<file path="src/rtl/core/multilevel_ready_queue_assert.svh">
// Assertion macros for the multilevel ready queue.
`ifndef MULTILEVEL_READY_QUEUE_ASSERT_SVH
`define MULTILEVEL_READY_QUEUE_ASSERT_SVH
`ifndef NO_ASSERTIONS
// Checked on every clock edge outside reset.
`define MRQ_ASSERT(lbl, prop, msg) \
  lbl: assert property (@(posedge clk) disable iff (rst) prop) else $error(msg);
// Checked on every clock edge, reset included.
`define MRQ_ASSERT_ALWAYS(lbl, prop, msg) \
  lbl: assert property (@(posedge clk) prop) else $error(msg);
`else
`define MRQ_ASSERT(lbl, prop, msg)
`define MRQ_ASSERT_ALWAYS(lbl, prop, msg)
`endif
`endif

</file>
<file path="src/rtl/core/mrq_pkg.sv">
// Constants and codes shared by the multilevel ready queue.
package mrq_pkg;

  localparam int LEVELS      = 4;
  localparam int QUEUE_DEPTH = 16;

  localparam int KIND_W   = 2;
  localparam int LEVEL_W  = 2;
  localparam int PID_W    = 16;
  localparam int TIME_W   = 16;
  localparam int STATUS_W = 2;

  localparam int PTR_W  = (QUEUE_DEPTH > 1) ? $clog2(QUEUE_DEPTH) : 1;
  localparam int CNT_W  = $clog2(QUEUE_DEPTH + 1);
  localparam int ADDR_W = $clog2(LEVELS * QUEUE_DEPTH);
  localparam int ENTRY_W = PID_W + TIME_W;

  typedef enum logic [KIND_W-1:0] {
    KIND_ENQ       = 2'd0,
    KIND_DEQ       = 2'd1,
    KIND_DEQ_FIRST = 2'd2
  } kind_t;

  typedef enum logic [STATUS_W-1:0] {
    STAT_OK    = 2'd0,
    STAT_EMPTY = 2'd1,
    STAT_FULL  = 2'd2
  } status_t;

endpackage

</file>
<file path="src/rtl/core/multilevel_ready_queue.sv">
// Multilevel ready queue: per-level ring-buffer FIFOs with a priority dequeue.
//
// A bank of LEVELS bounded FIFOs, one per priority level (level 0 most urgent),
// each QUEUE_DEPTH entries of process id and time. A beat on the input channel
// enqueues at a level, dequeues the head of a level, or dequeues the head of the
// lowest-numbered non-empty level; every input beat yields exactly one output
// beat with a status, the removed entry and its level (zeros when nothing is
// removed), and a flag that is set when all levels are empty afterwards. An
// enqueue to a full level is dropped and reported full; a dequeue from an empty
// level reports empty; kind 3 does nothing and reports ok. Timing: a beat is
// registered at the input, then the pointer update, priority encode and entry
// store access take place and the result is registered; one beat is taken
// every cycle while the output is not stalled. The rate is set by the pointer
// and fill-count update, which every beat needs before the next. The entry
// store is a 64 x 32 memory with one write and one registered read per cycle;
// it needs no clearing after reset, since the read data of an entry is only
// used after the entry has been written.
module multilevel_ready_queue
  import mrq_pkg::*;
(
  input  logic                       clk,
  input  logic                       rst,
  // input channel
  input  logic                       in_valid,
  output logic                       in_stall,
  input  logic [KIND_W-1:0]          kind,
  input  logic [LEVEL_W-1:0]         level,
  input  logic [PID_W-1:0]           process_id,
  input  logic signed [TIME_W-1:0]   time_value,
  // output channel
  output logic                       out_valid,
  input  logic                       out_stall,
  output logic [STATUS_W-1:0]        status,
  output logic [PID_W-1:0]           out_process_id,
  output logic signed [TIME_W-1:0]   out_time_value,
  output logic [LEVEL_W-1:0]         out_level,
  output logic                       all_empty
);

`include "multilevel_ready_queue_assert.svh"

  // Input register
  logic                     s1_valid;
  logic [KIND_W-1:0]        s1_kind;
  logic [LEVEL_W-1:0]       s1_level;
  logic [PID_W-1:0]         s1_pid;
  logic [TIME_W-1:0]        s1_time;

  // Queue state
  logic [PTR_W-1:0] head_index [LEVELS];
  logic [PTR_W-1:0] tail_index [LEVELS];
  logic [CNT_W-1:0] fill_count [LEVELS];

  logic [PTR_W-1:0] head_index_next [LEVELS];
  logic [PTR_W-1:0] tail_index_next [LEVELS];
  logic [CNT_W-1:0] fill_count_next [LEVELS];

  // Entry store: no reset, every slot whose read data is used has been written before
  logic [ENTRY_W-1:0] entry_store [LEVELS*QUEUE_DEPTH];
  logic [ENTRY_W-1:0] rd_data;

  // Result register
  logic                removed;
  logic [STATUS_W-1:0] status_reg;
  logic [LEVEL_W-1:0]  level_reg;
  logic                all_empty_reg;

  // Decision logic
  logic                advance;
  logic                do_write;
  logic [ADDR_W-1:0]   wr_addr;
  logic [ADDR_W-1:0]   rd_addr;
  logic                removed_next;
  logic [STATUS_W-1:0] status_next;
  logic [LEVEL_W-1:0]  level_next;
  logic                all_empty_next;
  logic                level_ok;
  logic                first_found;
  logic [LEVEL_W-1:0]  first_level;
  logic [LEVEL_W-1:0]  pop_level;
  logic                pop_en;

  // The result register moves on when it is empty or its beat is taken;
  // the input register only loads when the result register moves on
  assign advance  = !out_valid || !out_stall;
  assign in_stall = !advance;

  function automatic logic [PTR_W-1:0] ring_next(input logic [PTR_W-1:0] ptr);
    if (int'(ptr) == QUEUE_DEPTH - 1) begin
      return '0;
    end
    return ptr + PTR_W'(1);
  endfunction

  function automatic logic [ADDR_W-1:0] slot_addr(input logic [LEVEL_W-1:0] lvl,
                                                  input logic [PTR_W-1:0] ptr);
    return ADDR_W'(int'(lvl) * QUEUE_DEPTH + int'(ptr));
  endfunction

  always_comb begin
    level_ok = int'(s1_level) < LEVELS;

    // Priority encode: lowest-numbered non-empty level wins
    first_found = 1'b0;
    first_level = '0;
    for (int q = LEVELS - 1; q >= 0; q--) begin
      if (fill_count[q] != '0) begin
        first_found = 1'b1;
        first_level = LEVEL_W'(q);
      end
    end

    for (int q = 0; q < LEVELS; q++) begin
      head_index_next[q] = head_index[q];
      tail_index_next[q] = tail_index[q];
      fill_count_next[q] = fill_count[q];
    end

    do_write     = 1'b0;
    pop_en       = 1'b0;
    pop_level    = s1_level;
    removed_next = 1'b0;
    status_next  = STAT_OK;
    wr_addr      = slot_addr(s1_level, tail_index[s1_level]);

    case (s1_kind)
      KIND_ENQ: begin
        if (!level_ok || int'(fill_count[s1_level]) >= QUEUE_DEPTH) begin
          status_next = STAT_FULL;
        end else begin
          do_write = 1'b1;
          tail_index_next[s1_level] = ring_next(tail_index[s1_level]);
          fill_count_next[s1_level] = fill_count[s1_level] + CNT_W'(1);
        end
      end
      KIND_DEQ: begin
        if (!level_ok || fill_count[s1_level] == '0) begin
          status_next = STAT_EMPTY;
        end else begin
          pop_en = 1'b1;
        end
      end
      KIND_DEQ_FIRST: begin
        pop_level = first_level;
        if (first_found) begin
          pop_en = 1'b1;
        end else begin
          status_next = STAT_EMPTY;
        end
      end
      default: begin
        // no operation
      end
    endcase

    rd_addr = slot_addr(pop_level, head_index[pop_level]);
    if (pop_en) begin
      removed_next = 1'b1;
      head_index_next[pop_level] = ring_next(head_index[pop_level]);
      fill_count_next[pop_level] = fill_count[pop_level] - CNT_W'(1);
    end
    level_next = pop_en ? pop_level : '0;

    all_empty_next = 1'b1;
    for (int q = 0; q < LEVELS; q++) begin
      if (fill_count_next[q] != '0) begin
        all_empty_next = 1'b0;
      end
    end
  end

  // Control and queue state
  always_ff @(posedge clk) begin
    if (rst) begin
      s1_valid  <= 1'b0;
      out_valid <= 1'b0;
      for (int q = 0; q < LEVELS; q++) begin
        head_index[q] <= '0;
        tail_index[q] <= '0;
        fill_count[q] <= '0;
      end
    end else begin
      if (advance) begin
        s1_valid  <= in_valid;
        out_valid <= s1_valid;
        if (s1_valid) begin
          for (int q = 0; q < LEVELS; q++) begin
            head_index[q] <= head_index_next[q];
            tail_index[q] <= tail_index_next[q];
            fill_count[q] <= fill_count_next[q];
          end
        end
      end
    end
  end

  // Payload registers and entry store
  always_ff @(posedge clk) begin
    if (advance) begin
      s1_kind  <= kind;
      s1_level <= level;
      s1_pid   <= process_id;
      s1_time  <= time_value;
      if (s1_valid && do_write) begin
        entry_store[wr_addr] <= {s1_pid, s1_time};
      end
      rd_data       <= entry_store[rd_addr];
      removed       <= removed_next;
      status_reg    <= status_next;
      level_reg     <= level_next;
      all_empty_reg <= all_empty_next;
    end
  end

  // Drop the read data when nothing was removed
  assign status         = status_reg;
  assign out_process_id = removed ? rd_data[ENTRY_W-1 -: PID_W] : '0;
  assign out_time_value = removed ? signed'(rd_data[TIME_W-1:0]) : '0;
  assign out_level      = level_reg;
  assign all_empty      = all_empty_reg;

  // Consistency of the ring pointers and fill counts
  logic counts_ok;
  logic rings_ok;
  always_comb begin
    logic [PTR_W:0] sum;
    counts_ok = 1'b1;
    rings_ok  = 1'b1;
    for (int q = 0; q < LEVELS; q++) begin
      if (int'(fill_count[q]) > QUEUE_DEPTH) begin
        counts_ok = 1'b0;
      end
      sum = (PTR_W + 1)'(int'(head_index[q]) + int'(fill_count[q]));
      if (int'(sum) >= QUEUE_DEPTH) begin
        sum = sum - (PTR_W + 1)'(QUEUE_DEPTH);
      end
      if (sum[PTR_W-1:0] != tail_index[q]) begin
        rings_ok = 1'b0;
      end
    end
  end

  `MRQ_ASSERT(a_fill_bound, counts_ok, "fill count above queue depth")
  `MRQ_ASSERT(a_ring_consistent, rings_ok, "tail differs from head plus fill count")
  `MRQ_ASSERT(a_removed_ok, out_valid && removed |-> status == STAT_OK,
              "entry removed with a non-ok status")
  `MRQ_ASSERT_ALWAYS(a_stall_held, in_stall |-> out_valid && out_stall,
                     "input stalled with no result beat held")

endmodule

</file>
<file path="config.mk">
export PLATFORM = sky130hd
export DESIGN_NAME = multilevel_ready_queue
export DESIGN_NICKNAME = d
export VERILOG_FILES = /design/src/rtl/core/mrq_pkg.sv /design/src/rtl/core/multilevel_ready_queue.sv
export VERILOG_INCLUDE_DIRS = /design/src /design/src/rtl/core
export SDC_FILE = /design/constraint.sdc
export NUM_CORES = 2
export LEC_CHECK = 0
export BUFFER_PORTS_ARGS = -buffer_cell sky130_fd_sc_hd__buf_4
export CORE_UTILIZATION = 35
export CTS_CLUSTER_DIAMETER = 200
export DETAILED_ROUTE_END_ITERATION = 7
export GPL_TIMING_DRIVEN = 1
export SYNTH_ARGS = -nofsm -noshare
export SYNTH_HDL_FRONTEND = slang
export SYNTH_SLANG_ARGS = --single-unit
</file>
<file path="constraint.sdc">
create_clock -name clk -period 5.7 [get_ports clk]
set_clock_uncertainty 0.15 [all_clocks]
set_input_delay 0.285 -clock clk [delete_from_list [all_inputs] [get_ports clk]]
set_output_delay 0.285 -clock clk [all_outputs]
set_load 0.1 [all_outputs]
</file>
==> impl_metrics.prom <==
# TYPE chip_impl_metric gauge
chip_impl_metric{name="power.share.sequential",unit="%"} 49.3
chip_impl_metric{name="grt_pass1_vias",unit=""} 53620
chip_impl_metric{name="power.net_switching",unit="mW"} 9.797
chip_impl_metric{name="synthesis.area_per_instance",unit="sq um"} 13.95
chip_impl_metric{name="design.die.area",unit="sq mm"} 0.2519
chip_impl_metric{name="timing_max_transition_violations_final",unit=""} 0
chip_impl_metric{name="global_route.usage.total",unit="%"} 20.75
chip_impl_info{name="grt_setup_unrepaired",value="false"} 1
chip_impl_metric{name="internal_power",unit="mW"} 27.02
chip_impl_metric{name="synth_largest_type_area_fraction",unit="%"} 74.62
chip_impl_metric{name="share_comb_of_total_power",unit="%"} 13.2
chip_impl_metric{name="finalSetupViolCount",unit=""} 0
chip_impl_metric{name="largest_register_ff_count",unit=""} 2048
chip_impl_metric{name="cts.sink_count",unit=""} 2178
chip_impl_metric{name="period_needed",unit="ns"} 5.416
chip_impl_info{name="hold_path.class",value="in2reg"} 1
chip_impl_info{name="crit_path_start_kind",value="flip-flop"} 1
chip_impl_info{name="regMostFlops",value="entry_store"} 1
chip_impl_metric{name="drt_iter0_markers",unit=""} 6509
chip_impl_metric{name="totalWireLength",unit="microns"} 265800
chip_impl_info{name="worstSetupPathType",value="reg2reg"} 1
chip_impl_metric{name="final_core_utilization",unit="%"} 40.79
chip_impl_metric{name="cts_inserted_buffers",unit=""} 210
chip_impl_metric{name="path_clk_slew",unit="ns"} 0.06
chip_impl_metric{name="synth.distinct_cells",unit=""} 59
chip_impl_metric{name="final.setup.tns",unit="ns"} 0
chip_impl_metric{name="synth_sequential_area_ratio",unit="%"} 74.72
chip_impl_metric{name="core_region_area",unit="sq mm"} 0.2487
chip_impl_metric{name="grt_start_max_net_pins",unit=""} 126
chip_impl_metric{name="final_nets",unit=""} 6519
chip_impl_metric{name="htree_num_levels",unit=""} 4
chip_impl_info{name="outcome",value="finished clean"} 1
chip_impl_metric{name="worst-endpoint-required",unit="ns"} 6.16
chip_impl_metric{name="number_of_enable_flip_flop_cells_after_synthesis",unit=""} 2174
chip_impl_metric{name="place.detailed.hpwl",unit="microns"} 151700
chip_impl_metric{name="layout.cells.non_filler",unit=""} 9991
chip_impl_info{name="regs_by_ff_count",value="entry_store x2048, rd_data x32, fill_count x20"} 1
chip_impl_metric{name="syn-instance-count",unit=""} 6273
chip_impl_metric{name="synth.net_count",unit=""} 6322
chip_impl_metric{name="port_buffers",unit=""} 78
chip_impl_info{name="yosys.cell_count.top_type",value="sky130_fd_sc_hd__edfxtp_1"} 1
chip_impl_metric{name="die-height",unit="microns"} 501.9
chip_impl_metric{name="cts_setup_buffers",unit=""} 0
chip_impl_metric{name="p_sw_share",unit="%"} 26.61
chip_impl_metric{name="cp_max_fo",unit=""} 39
chip_impl_metric{name="drive_gt1_share",unit="%"} 11.53
chip_impl_metric{name="grt-ovfl-total",unit=""} 0
chip_impl_metric{name="cts_buffer_depth",unit=""} 3
chip_impl_metric{name="yosys_register_bits",unit=""} 2178
chip_impl_info{name="synth_ff_type",value="sky130_fd_sc_hd__edfxtp_1"} 1
chip_impl_metric{name="grt_first_pass_wirelength",unit="microns"} 381800
chip_impl_metric{name="layout-area-overhead-vs-synth",unit="%"} 15.93
chip_impl_info{name="tritoncts_clock_tree",value="built"} 1
chip_impl_metric{name="detailedRoute.firstPassIterationCount",unit=""} 6
chip_impl_metric{name="clock_insertion_delay_worst_skew",unit="ns"} 0.87
chip_impl_metric{name="antenna_found_initial",unit=""} 16
chip_impl_metric{name="max_cap_viol_count",unit=""} 0
chip_impl_metric{name="leakagePower",unit="nW"} 33.86
chip_impl_metric{name="async_flop_share",unit="%"} 0
chip_impl_metric{name="vias_per_cell",unit=""} 5.592
chip_impl_metric{name="vias",unit=""} 55867
chip_impl_metric{name="routed_wire_length_per_instance",unit="microns"} 26.60
chip_impl_metric{name="achievable-frequency",unit="GHz"} 0.1846
chip_impl_info{name="post_synth_main_area_contributors",value="sky130_fd_sc_hd__edfxtp_1 (75%), sky130_fd_sc_hd__nand2_1 (6.7%), sky130_fd_sc_hd__a211oi_1 (2.4%)"} 1
chip_impl_metric{name="arrival",unit="ns"} 5.87
chip_impl_metric{name="initial_core_util",unit="%"} 35.18
chip_impl_metric{name="placed_cells",unit=""} 9515
chip_impl_metric{name="max-slew-margin-rel",unit="%"} 22.81
chip_impl_metric{name="drt_drc_violations_left",unit=""} 0
chip_impl_metric{name="worst_pin_slew",unit="ns"} 1.158
chip_impl_info{name="clock_tree.root_cell",value="sky130_fd_sc_hd__clkbuf_16"} 1
chip_impl_metric{name="yosysWarnings",unit=""} 0
chip_impl_metric{name="num_rows",unit=""} 183
chip_impl_metric{name="dieWidth",unit="microns"} 501.9
chip_impl_metric{name="ioPinCount",unit=""} 79
chip_impl_metric{name="power.share.clock",unit="%"} 37.6
chip_impl_metric{name="drtAntennaViolNets",unit=""} 0
chip_impl_metric{name="ir_drop",unit="mV"} 0.2441
chip_impl_info{name="worst_setup_path_end_kind",value="flip-flop"} 1
chip_impl_info{name="yosysTopAreaCell",value="sky130_fd_sc_hd__edfxtp_1"} 1
chip_impl_metric{name="report.final.hold_viol_count",unit=""} 0
chip_impl_metric{name="post_synth_instance_area",unit="sq mm"} 0.08748
chip_impl_info{name="ys_top_cells_by_count",value="sky130_fd_sc_hd__edfxtp_1 (2,174), sky130_fd_sc_hd__nand2_1 (1,551), sky130_fd_sc_hd__and3_1 (323)"} 1
chip_impl_metric{name="globalplace.congestion",unit=""} 0.8428
chip_impl_metric{name="p_per_area",unit="mW/mm^2"} 363.0
chip_impl_metric{name="period_share",unit="%"} 95.03
==> layer usage <==
metal | up-vias | routed length [microns] | track usage [%]
met1 | 28548 | 107700 | 27.73
met5 | - | 21 | 0
li1 | 24332 | - | -
met2 | 2571 | 128100 | 34.38
met4 | 4 | 8873 | 6.907
met3 | 412 | 21130 | 3.216
==> power by group through the flow <==
stage | clock network (mW) | logic (mW) | registers (mW)
after floorplan | 0 | 2.86 | 18.4
after global placement | 0 | 4.74 | 18.5
after detailed placement | 0 | 4.79 | 18.5
after CTS | 14.0 | 4.84 | 18.1
after global routing | 14.5 | 5.18 | 18.1
final | 13.8 | 4.86 | 18.1
==> stage by stage <==
stage               total power [mW]  hold WS [ns]  setup WS, ns  cell area, sq um
floorplan                      21.27        0.2041        0.2470             87490
global placement               23.22        0.3053        0.3303             93890
detailed placement             23.27        0.3148        0.2431             93890
CTS                            36.94       0.01383        0.2401            101400
global route                   37.85       0.03955       0.07524            101400
finish                         36.81       0.03753        0.2835            101400
==> final cells by class <==
type                       instances  area [sq um]
fill                           22660        147200
sequential                      2178         65360
multi-input combinational       3634         20780
clock buffer                     262          5514
timing repair buffer             434          4254
tap                             3330          4167
clock inverter                   134          1264
inverter                          12         60.06
antenna                            7         17.52
==> path summary, 6_finish.rpt <==
path,cells past startpoint,end,startpoint,slack (ns)
worst min register to register,2,out_valid,s1_valid,0.39
worst max-delay path,13,rd_data[8],fill_count[3][2],0.28
worst min-delay path,2,s1_time[9],time_value[9],0.04
worst max register to register,13,rd_data[8],fill_count[3][2],0.28
==> timing repair <==
item                                    CTS  global route
endpoints found under the setup margin    0             0
resized for setup                         0             0
hold buffers                             73             0
hold endpoints to repair                104             0
==> cell families after synthesis <==
group                    Yosys count  synth area share [%]
AO/OA/AOI/OAI                    852                 7.168
XOR/XNOR                          14                0.1402
buffers and inverters            461                 2.250
multiplexers                     166                 2.027
flip-flops                      2178                 74.72
adder cells (fa/ha/maj)            9                0.1287
AND/OR/NAND/NOR                 2593                 13.57
==> worst max-delay path: stages (launching register included) <==
cell,delay [ns]
sky130_fd_sc_hd__edfxtp_1,0.42
sky130_fd_sc_hd__or2_1,0.28
sky130_fd_sc_hd__or4_1,0.53
sky130_fd_sc_hd__o211ai_1,0.41
sky130_fd_sc_hd__nand2_2,0.29
sky130_fd_sc_hd__o211ai_4,0.33
sky130_fd_sc_hd__nand2_8,0.48
sky130_fd_sc_hd__buf_12,0.35
sky130_fd_sc_hd__buf_4,0.19
sky130_fd_sc_hd__a211oi_1,0.23
sky130_fd_sc_hd__a311oi_1,0.08
sky130_fd_sc_hd__o21ai_0,0.54
sky130_fd_sc_hd__o211ai_1,0.29
sky130_fd_sc_hd__or4b_1,0.53
==> cells in the final DEF (no fill, tap or decap), types with 34 or more instances in the layout <==
cell type / instances
sky130_fd_sc_hd__a211oi_1: 274
sky130_fd_sc_hd__a21oi_1: 59
sky130_fd_sc_hd__a311oi_1: 193
sky130_fd_sc_hd__a31oi_1: 69
sky130_fd_sc_hd__and2_1: 36
sky130_fd_sc_hd__and3_1: 323
sky130_fd_sc_hd__buf_12: 65
sky130_fd_sc_hd__buf_4: 296
sky130_fd_sc_hd__clkbuf_1: 49
sky130_fd_sc_hd__clkbuf_16: 213
sky130_fd_sc_hd__clkinv_1: 50
sky130_fd_sc_hd__clkinv_2: 41
sky130_fd_sc_hd__dlygate4sd3_1: 73
sky130_fd_sc_hd__edfxtp_1: 2174
sky130_fd_sc_hd__mux2i_1: 149
sky130_fd_sc_hd__nand2_1: 1550
sky130_fd_sc_hd__nand3_1: 239
sky130_fd_sc_hd__nand4_1: 195
sky130_fd_sc_hd__nor2_1: 68
sky130_fd_sc_hd__nor2_4: 71
sky130_fd_sc_hd__o211ai_1: 35
sky130_fd_sc_hd__o21ai_0: 110
sky130_fd_sc_hd__or4_1: 34
Power figures use the tool's default switching activity.
